File: src/hw/rtl/pcc_pkg.sv
// Shared constants, payload structs, node-store entry and control types for the prefix code checker.
package pcc_pkg;

    localparam int MAX_NODES    = 256;
    localparam int MAX_CODE_LEN = 10;

    localparam int CODE_W  = 10;
    localparam int LEN_W   = 4;
    localparam int SET_W   = 16;
    localparam int NODE_W  = $clog2(MAX_NODES);
    localparam int CNT_W   = NODE_W + 1;

    typedef struct packed {
        logic              mode;
        logic [CODE_W-1:0] code_bits;
        logic [LEN_W-1:0]  code_length;
    } item_t;

    typedef struct packed {
        logic             decodable;
        logic [SET_W-1:0] set_index;
        logic             overflow;
    } result_t;

    // One trie node: a word-end mark and two child links, where zero means no child.
    typedef struct packed {
        logic                   mark;
        logic [1:0][NODE_W-1:0] child;
    } entry_t;

    localparam logic MODE_INSERT = 1'b0;
    localparam logic MODE_REPORT = 1'b1;

    typedef enum logic [2:0] {
        ST_INIT,
        ST_IDLE,
        ST_STEP,
        ST_FINISH,
        ST_CLEAR
    } state_t;

    typedef struct packed {
        logic load;
        logic step;
        logic finish;
        logic report;
        logic clear_root;
    } cmd_t;

    typedef struct packed {
        logic item_empty;
        logic last;
        logic need_alloc;
        logic full;
    } status_t;

endpackage

File: src/hw/rtl/pcc_ctrl.sv
// Controller state machine that sequences the trie walk of each transaction.
module pcc_ctrl (
    input  logic             clk,
    input  logic             rst_n,
    input  logic             start,
    input  logic             mode,
    input  pcc_pkg::status_t status,
    output pcc_pkg::cmd_t    cmd,
    output logic             busy
);

    pcc_pkg::state_t state_reg;
    pcc_pkg::state_t state_next;

    always_ff @(posedge clk or negedge rst_n)
    begin
        if (!rst_n)
        begin
            state_reg <= pcc_pkg::ST_INIT;
        end
        else
        begin
            state_reg <= state_next;
        end
    end

    always_comb
    begin
        state_next = state_reg;
        cmd        = '0;
        busy       = 1'b1;
        unique case (state_reg)
            pcc_pkg::ST_INIT,
            pcc_pkg::ST_CLEAR:
            begin
                cmd.clear_root = 1'b1;
                state_next     = pcc_pkg::ST_IDLE;
            end
            pcc_pkg::ST_IDLE:
            begin
                busy = 1'b0;
                if (start)
                begin
                    if (mode == pcc_pkg::MODE_REPORT)
                    begin
                        cmd.report = 1'b1;
                        state_next = pcc_pkg::ST_CLEAR;
                    end
                    else if (!status.item_empty)
                    begin
                        cmd.load   = 1'b1;
                        state_next = pcc_pkg::ST_STEP;
                    end
                end
            end
            pcc_pkg::ST_STEP:
            begin
                cmd.step = 1'b1;
                if (status.need_alloc && status.full)
                begin
                    state_next = pcc_pkg::ST_IDLE;
                end
                else if (status.last)
                begin
                    state_next = pcc_pkg::ST_FINISH;
                end
            end
            pcc_pkg::ST_FINISH:
            begin
                cmd.finish = 1'b1;
                state_next = pcc_pkg::ST_IDLE;
            end
            default:
            begin
                state_next = pcc_pkg::ST_IDLE;
            end
        endcase
    end

endmodule

File: config.mk
export PLATFORM = sky130hd
export DESIGN_NAME = pcc_ctrl
export DESIGN_NICKNAME = d
export VERILOG_FILES = /design/src/hw/rtl/pcc_pkg.sv /design/src/hw/rtl/pcc_ctrl.sv
export SDC_FILE = /design/constraint.sdc
export NUM_CORES = 1
export LEC_CHECK = 0
export ABC_CLOCK_PERIOD_IN_PS = 2920
export BUFFER_PORTS_ARGS = -buffer_cell sky130_fd_sc_hd__clkbuf_2
export CAP_MARGIN = 20
export CORE_AREA = 4 4 41 43
export DETAILED_ROUTE_END_ITERATION = 10
export DIE_AREA = 0 0 45 47
export GPL_ROUTABILITY_DRIVEN = 0
export PLACE_DENSITY = 0.46
export RECOVER_POWER = 50
export SETUP_SLACK_MARGIN = 0.3
export SLEW_MARGIN = 20
export SYNTH_ARGS = -nofsm -noshare
export SYNTH_HDL_FRONTEND = slang
export SYNTH_SLANG_ARGS = --single-unit
File: constraint.sdc
create_clock -name clk -period 2.92 [get_ports clk]
set_clock_uncertainty 0.05 [all_clocks]
set_input_delay 0.292 -clock clk [delete_from_list [all_inputs] [get_ports clk]]
set_output_delay 0.292 -clock clk [all_outputs]
set_load 0.02 [all_outputs]
* Word-level counts from Yosys, hierarchy flattened
Index checks and enable logic that the tools add are counted.
** Storage, ports and cells
- Word-level logic and storage cells :: 29
- Register bits after elaboration :: 3
- Input port bits :: 8
- Output and inout bits :: 6
** Cells by class
- Reduce and logical (&&, ||, !) cells :: 4
- Mux-type cells :: 17
- Eq/ne operators :: 7
** Operators with widths (count)
- $mux 3 :: 5
- $mux 1 :: 11
- $eq 3x2->1 const B :: 2
- $ne 3x3->1 const B :: 2
- $pmux 3 s2 :: 1
- $eq 3x1->1 const B :: 1
- $eq 3x3->1 const B :: 1
- $logic_not 3->1 :: 1
- $reduce_and 3->1 :: 1
- $ne 2x2->1 const B :: 1
- $reduce_or 2->1 :: 1
- $logic_and 1x1->1 :: 1

* Depth between registers and ports, before layout
Gate-level depths: netlist of the first run.
- Depth in word-level cells :: 4
- Depth in mapped cells :: 2
- Mapped depth without buffers :: 2

* Worst setup path after synthesis of the first run
Ideal clock, no wire load.
- Path type :: register to output
- Start point :: register state_reg[1]
- End point :: output cmd[1] in the netlist's numbering
- Buffers on the path :: 0
- Cell stages (with the launch flop) :: 3
- Required time :: 2.578 ns
- Setup slack :: 1.667 ns
- Data arrival time :: 0.911 ns
- Cell sequence :: dfrtp_1 -> and4bb_1 -> and2_1
** RTL lines
- from (decl) :: RTL line pcc_ctrl.sv:12 : pcc_pkg::state_t state_reg;
- from (signal assigned) :: RTL line pcc_ctrl.sv:19 : state_reg <= pcc_pkg::ST_INIT;
- from (signal assigned) :: RTL line pcc_ctrl.sv:23 : state_reg <= state_next;
- to (decl) :: RTL line pcc_ctrl.sv:8 : output pcc_pkg::cmd_t cmd,

==> results of run 1 <==
## logic make-up (layout without fill, tap and decap cells)
kind of cell    after synthesis  after routing
compound gates                3              3
buf+inv                       1             19
simple gates                 11             11
flops                         3              3
## worst max-delay path, delay by kind of cell, from the launching register on
kind          cells  cell delay (ns)
simple gates      2             0.55
flops             1             0.39
buf+inv           1             0.16
## per-layer routing
| metal | up-vias | share of wire, % | global-route usage, % |
|---|---|---|---|
| met2 | 14 | 31 | 5.93 |
| met4 | 0 | 0 | 5.26 |
| met5 | - | 0 | 0 |
| met3 | 0 | 17 | 3.07 |
| li1 | 100 | - | - |
| met1 | 74 | 53 | 6.41 |
## cells in the final DEF (no fill, tap or decap)
master,synthesis,routed
clkbuf_2,0,12
nor3b_1,1,3
and2_1,3,3
clkbuf_4,0,3
dfrtp_1,3,3
clkbuf_1,0,2
inv_1,1,1
and3b_2,1,1
and4bb_1,1,1
nor2_1,1,1
a21oi_1,1,1
nand2b_1,1,1
a22oi_1,1,1
nand2_1,1,1
a22o_1,1,1
dlygate4sd3_1,0,1
## power groups by stage
stage          clock network (mW)  logic (mW)  registers, mW
2_1_floorplan                   0      0.0225         0.0489
3_3_place_gp                    0      0.0375         0.0495
3_5_place_dp                    0      0.0370         0.0497
4_1_cts                    0.0769      0.0383         0.0492
5_1_grt                    0.0770      0.0401         0.0496
6_report                   0.0730      0.0368         0.0485
## final timing paths
check                              from           end  slack [ns]  cells after the start
setup / recovery           state_reg[2]        cmd[4]        1.25                      3
max in group asynchronous         rst_n  state_reg[1]        2.32                      2
hold reg to reg            state_reg[2]  state_reg[0]        0.65                      2
setup reg to reg           state_reg[2]  state_reg[0]        1.79                      2
hold / removal                     mode  state_reg[2]        0.26                      2
min in group asynchronous         rst_n  state_reg[0]        0.35                      2
## through the flow
step                      setup WS [ns]  power, mW
after CTS                          1.30      0.164
after global routing               1.13      0.167
after global placement             1.55     0.0870
final                              1.25      0.158
after floorplan                    1.67     0.0714
after detailed placement           1.57     0.0867
## final cells by class
class                      instances  area (um^2)  area share (%)
inverter                           1         3.75            1.27
sequential                         3         75.1            25.3
clock buffer                       4         26.3            8.86
tap                               15         18.8            6.33
multi-input combinational         14         98.8            33.3
timing repair buffer              14         73.8            24.9
## timing repair
action / 4_1_cts / 5_1_grt
buffers inserted: 0 / 0
hold endpoints to repair: 3 / 0
hold buffers: 1 / 0
==> results.md, run 1 <==
Status:
- The run finished with clean final reports.

Worst setup path:
- On the worst path, the slowest cell contributes a delay of 0.39 ns.
- For the worst setup path, the data arrival time is 1.33 ns.
- For the worst setup path, the data required time is 2.58 ns.
- The nature of the critical path startpoint is a register.
- The slowest stage of the critical path is the dfrtp_1 cell.
- The worst setup path is captured at an output pin.
- Walking the worst path, the cells encountered are nor3b_1 > and2_1 > clkbuf_2.
- In this run the worst path has a maximum fanout of 4.
- The critical setup path kind is register to output pin.

STA:
- The final critical path time including I/O delays and setup is between 1.5 and 2 ns.
- Of the available clock period, the critical path in the final layout requires 57.3%.
- The pin slew with the least headroom to its limit is 0.393 ns.
- The final count of hold timing violations came to 0.
- On the final layout, the worst hold slack is 0.258 ns.
- Timing would allow up to around 0.6 GHz.
- The final setup TNS is 0 ns.
- Setup repair after global routing left no endpoint under its margin.
- The number of max-slew violations in the final report is 0.
- Headroom to the max-slew limit came out at 73.8%.
- The final setup violation count is 0.

Pwr:
- For this design the ratio of total power to cell area is 534 nW/um^2.
- The static leakage power is 0.155 nW.
- The worst vdd rail ir drop is 145 uV.
- The switching share of total power is 28.8%.
- The net switching power is 0.0456 mW.
- The design internal power is 0.113 mW.
- The clock network burns a little under half of the power.
- The combinational share of power is approximately a quarter.
- The sequential fraction of design power is between 30% and 40%.

Logic synthesis:
- Sorting the synthesized cells by how often they occur yields 3 x and2_1, 3 x dfrtp_1, 2 x nor3b_2.
- Counting flops with a built-in enable in the synthesized netlist gives 0.
- Counting every net in the synthesized netlist gives 26.
- The post-synthesis instance area is 188 um^2.
- The fraction of the mapped netlist area in simple logic gates is between 40% and 50%.
- The synthesized netlist devotes 0% of its cell area to adder and majority cells.
- The share of synthesized area in the top cell type comes to 40.0%.
- The biggest area consumer among synthesized cells is dfrtp_1.
- The number of warnings printed during yosys synthesis is 0.
- The multiplexer area fraction after synthesis is 0%.
- Sorting the synthesized cells by area gives the leading types as dfrtp_1 40%, nor3b_2 13%, and2_1 10%, and4bb_1 6.7%, and3b_2 5.3%.
- The distinct cell type count of the synthesized netlist is 13.
- The share of synthesized flip-flops with an asynchronous set or reset is 100%.
- The number of register bits inferred by synthesis is 3.
- Synthesis produced a netlist whose cell count is 18.
- The combinational family with the most area after synthesis is simple AND/OR/NAND/NOR gates.
- The synthesized netlist devotes 0% of its cell area to XOR and XNOR gates.
- The average footprint of a synthesized cell is 10.4 um^2.
- In the synthesized netlist the dominant register cell turns out to be dfrtp_1.
- The synthesized netlist devotes between 10 and 15% of its cell area to compound gates.
- Summing the sequential cell areas from Yosys gives 40.0% of the chip area.

Drt:
- The residual DRC count is 0.
- The count of antenna-violating nets left after detailed routing is 0.
- In this run, the number of DRC markers left after iteration 0 of detailed routing was 7.
- After detailed routing, the average wire length per cell comes to 9.29 um.
- For this block, the via count after detailed routing is roughly 190.
- The via count normalized by instance count is 3.69.
- For this block, the routed nets add up to around 470 um of wire.
- The number of iterations in the first detailed-routing pass is 3.

CTS:
- Clock tree synthesis found a total of 3 sinks.
- In this run the deepest clock path goes through 2 buffers.
- The deepest level of the CTS H-tree is 1.
- The number of gates resized after CTS was 0.
- Clock-pin slew was measured on the worst setup and hold paths at 0.04 ns.
- The insertion delay to the later sink of the worst-skew pair is 0.23 ns.
- The TritonCTS clock tree is yes.
- The number of clock buffers added by TritonCTS is 3.
- The tree is rooted in a clkbuf_4.

Finish:
- The register with the most flip-flops in the layout has 3 of them.
- The finished layout holds a little over 50 standard cells, fillers aside.
- The number of nets in the layout is 45.
- The fraction of final layout cells with drive strength greater than 1 is 44.4%.
- The area growth from synthesis to layout is 58.0%.
- The design area is between 200 and 300 um^2.
- The layout filler cell count is around 160.
- The antenna diode instance count is 0.
- The post-route core utilization is 22.8%.

Floorplanning:
- Measured along the x axis, the die boundary spans 45 um.
- The initial core utilization is 14.4%.
- The die covers 2120 um^2.
- The core region is 1300 um^2.
- Pin placement for this block handled 14 I/O pins.
- The height of the die is 47 um.
- The initialized floorplan defines 13 standard-cell rows.

Placement:
- The area of placed instances is 272 um^2.
- The quantity of I/O buffers inserted on ports is 13.
- The number of placed instances, taps included is 46.

Global routing:
- The number of antenna violations at the first check in global routing was 0.
- For this run the aggregate overflow at the end of global routing stands at 0.
- The via count of the first global-routing pass was 198.
- Entering global routing, the biggest net connects 6 pins.
- The global-route wire length before repair is between 700 and 800 um.
- Across every metal layer, demand over resource in global routing totals 5.23%.

Min path:
- The tightest min-delay check is of the input port to register type.

Job:
- The number of maximum-capacitance constraint violations is 0.
Note: power is estimated with default switching activity, not from simulation.
==> run 2, diff against run 1 <==
ABC_AREA = 1   (was default)
ABC_CLOCK_PERIOD_IN_PS = 1440   (was 2920)
PLACE_DENSITY = 0.49   (was 0.46)
clock period = 1.44 ns   (was 2.92 ns; I/O delays follow)
==> run 2 against run 1 <==
  * Die area unchanged
  * Wire length up 26%
  * Via count up 43%
  * Sequential share of layout area down 7.8 points
  * Area after synthesis up 12%
  * Critical path type unchanged
==> results.md, run 2 <==
Status:
- The flow ran to the end, and the final reports show no timing, DRC or antenna violations.

STA:
- The normalized max-slew margin is 83.2%.
- For the pin with the worst max-slew slack, the measured transition is about 0.25 ns.
- Setup violations remaining at the end of the flow were counted as 0.
- Setup repair after global routing could not meet its margin everywhere.
- The number of max-slew violations in the final report is 0.
- Adding up every negative setup slack in the final design gives 0 ns.
- The final count of hold timing violations is 0.
- The final critical path time including I/O delays and setup is 1.37 ns.
- The highest achievable clock rate is 0.728 GHz.
- Dividing the final minimum period by the clock period gives 95.4%.

Finish:
- Relative to the synthesized area, the layout overhead comes to 107%.
- The register with the most flip-flops in the layout has 3 of them.
- The finished cells cover 435 um^2.
- The number of nets in the layout is 61.
- Excluding fillers, the count of instances in the completed layout stands at 67.
- In the layout the commonest cells are 6 x clkbuf_2, 5 x nand2_2, 5 x nand2_1, 5 x buf_4.
- The commonest non-fill, non-tap cell in the layout is clkbuf_2.
- The antenna diode instance count is 0.
- The fraction of final layout cells with drive strength greater than 1 is between 60% and 70%.

Floorplanning:
- The core region is 1300 um^2.
- The chip width is roughly 45 um.
- From bottom edge to top edge, the die measures between 40 and 50 um.
- The number of placement rows is 13.
- The floorplan step defined a die boundary enclosing 2120 um^2.
- The initial core utilization is around 16%.
- 14 I/O pins were placed.

Logic synthesis:
- The average footprint of a synthesized cell is 7.01 um^2.
- The synthesized design spends more area on one cell type than any other, namely dfrtp_1.
- Of the synthesized area, sequential elements account for 35.7%.
- For this run, asynchronously set or reset flops after synthesis account for 100%.
- The distinct cell type count of the synthesized netlist is 11.
- In the synthesized netlist, the cells that appear most often are 5 x nand2_1, 5 x nand2_2, 4 x nor3_1.
- The number of synthesized flops with an enable pin is 0.
- In the post-synthesis netlist, the biggest area contributors are dfrtp_1 36%, nand2_2 15%, nor3_1 9.5%, nand2_1 8.9%, inv_2 5.4%.
- The most used flip-flop cell after synthesis is dfrtp_1.
- The synthesized netlist occupies a cell area of 210 um^2.
- Counting every net in the synthesized netlist gives 38.
- The top cell type by area accounts for 35.7% of the synthesized area.
- The number of register bits inferred by synthesis is 3.
- For this run, the number of Yosys warnings is 0.
- Counting every instance in the synthesized netlist gives 30.

Global routing:
- The global-route wire length before repair is 903 um.
- The via count of the first global-routing pass came to 258.
- The maximum number of pins on one net before global-route repair is 6.
- The number of antenna violations at the first check in global routing is 0.
- Global routing finished with a remaining overflow of 0.
- The total global routing track utilization is 6.65%.

Placement:
- Summed over all nets, the half-perimeter wirelength after detailed placement is between 400 and 500 um.
- The area of placed instances is 310 um^2.
- The quantity of I/O buffers inserted on ports is 13.
- After detailed placement, the design holds a cell count of 58.

Job:
- Max-cap violations in this run came to 0.

Drt:
- The total wire length is 596 um.
- After detailed routing, the number of vias per cell comes to ~4.0.
- For this run, design rule violations remaining after detail routing come to 0.
- After detailed routing, the average wire length per cell comes to 8.90 um.
- The first detailed-routing pass took 2 iterations.
- Once detail routing completed, the nets flagged for antenna violations numbered 0.
- Summing over every cut layer, the via total after detailed routing is roughly 270.
- After the first detailed-routing iteration, the DRC count stood at 4.

CTS:
- The buffer type at the clock tree root is clkbuf_4.
- The total CTS buffers is 3.
- The clock drives 3 sinks.
- Clock latency on the worst-skew pair, taken at its later pin, is 0.23 ns.
- The TritonCTS clock tree is yes.
- The clock-pin slew of the registers on the worst-case setup and hold paths is 0.04 ns.
- The deepest level of the CTS H-tree is 1.
- In this run the deepest clock path goes through 2 buffers.

Worst setup path:
- The critical path goes through nor2_4 > nand3_2 > nor3_4 > clkbuf_8.
- STA classifies the critical path endpoint as an output pin.
- The arrival time at the worst endpoint is 1.18 ns.
- Grouping stages by cell kind, the critical path spends the most delay in flip-flops.
- The nature of the critical path startpoint is a register.
- On the worst path, the slowest cell contributes a delay of 0.41 ns.
- The combined buffer and inverter count along the critical path is 1.
- The worst setup path is of the register to output pin kind.
- Data on the critical path is required at its endpoint by 1.25 ns.
- The critical path's slowest cell is dfrtp_1.
- In this run the worst path has a maximum fanout of 2.
- The slack of the worst reg-to-reg path is between 0.15 and 0.2 ns.

Pwr:
- The worst vdd rail ir drop is 764 uV.
- The static leakage power is about 0.22 nW.
- The total chip power is 0.780 mW.
- The areal power density over the cells is 1790 nW/um^2.

Min path:
- The min-delay analysis places its worst path in the category input port to register.
-- run 2: repair_timing --
item / in CTS / in global routing
hold buffers: 1 / 0
hold endpoints to repair: 3 / 0
endpoints found under the setup margin: 6 / 9
gates resized for setup: 10 / 12
cloned: 0 / 0
buffers inserted: 3 / 1
pin swaps: 3 / 4
-- run 2: cells by family (layout without fill, tap and decap cells) --
family                 Yosys count  count (layout)  share of synthesized area (%)
flip-flops                       3               3                           35.7
AO/OA/AOI/OAI                    1               1                           2.38
AND/OR/NAND/NOR                 21              21                           53.0
buffers and inverters            5              27                           8.93
-- run 2: worst reg2reg max path, delay by kind of cell (launching register included) --
kind	cells	cell delay [ns]
flops	1	0.38
simple gates	4	0.38
buf+inv	3	0.33
-- run 2: cell type report --
type                            count  area, um^2
Inverter                            5        18.8
Timing Repair Buffer               18         133
Fill cell                         157         866
Sequential cell                     3        76.3
Clock buffer                        4        26.3
Tap cell                           15        18.8
Multi-Input combinational cell     22         163
-- run 2: worst paths after layout --
check                        startpoint  depth (start not counted)           end
setup reg to reg           state_reg[1]                          7  state_reg[1]
min in group asynchronous         rst_n                          2  state_reg[0]
max in group asynchronous         rst_n                          2  state_reg[0]
setup / recovery           state_reg[2]                          4        cmd[4]
hold reg to reg            state_reg[1]                          5  state_reg[1]
hold / removal                     mode                          3  state_reg[2]
-- run 2: metal layers --
metal / track usage, % / part of all wire [%] / vias to the layer above
met3: 4.60 / 9.9 / 0
met1: 7.09 / 39 / 119
met5: 0 / 0 / -
met2: 9.04 / 51 / 10
met4: 5.26 / 0 / 0
li1: - / - / 140
-- run 2: where the power goes --
group / total [mW] / switching, mW / internal, mW / leakage (nW)
Clock: 0.146 / 0.0418 / 0.104 / 0.0150
Combinational: 0.473 / 0.265 / 0.208 / 0.172
Sequential: 0.162 / 0.0451 / 0.116 / 0.0366
Total: 0.780 / 0.352 / 0.428 / 0.224
-- run 2: stage by stage --
step | hold slack (ns) | util [%] | setup slack (ns)
final | 0.136 | 33.5 | 0.0667
after global routing | 0.143 | 33.5 | 0.00297
after CTS | 0.125 | 31.0 | 0.0531
after detailed placement | -0.109 | 23.8 | 0.180
after global placement | -0.107 | 23.8 | 0.175
after floorplan | -0.202 | - | 0.213
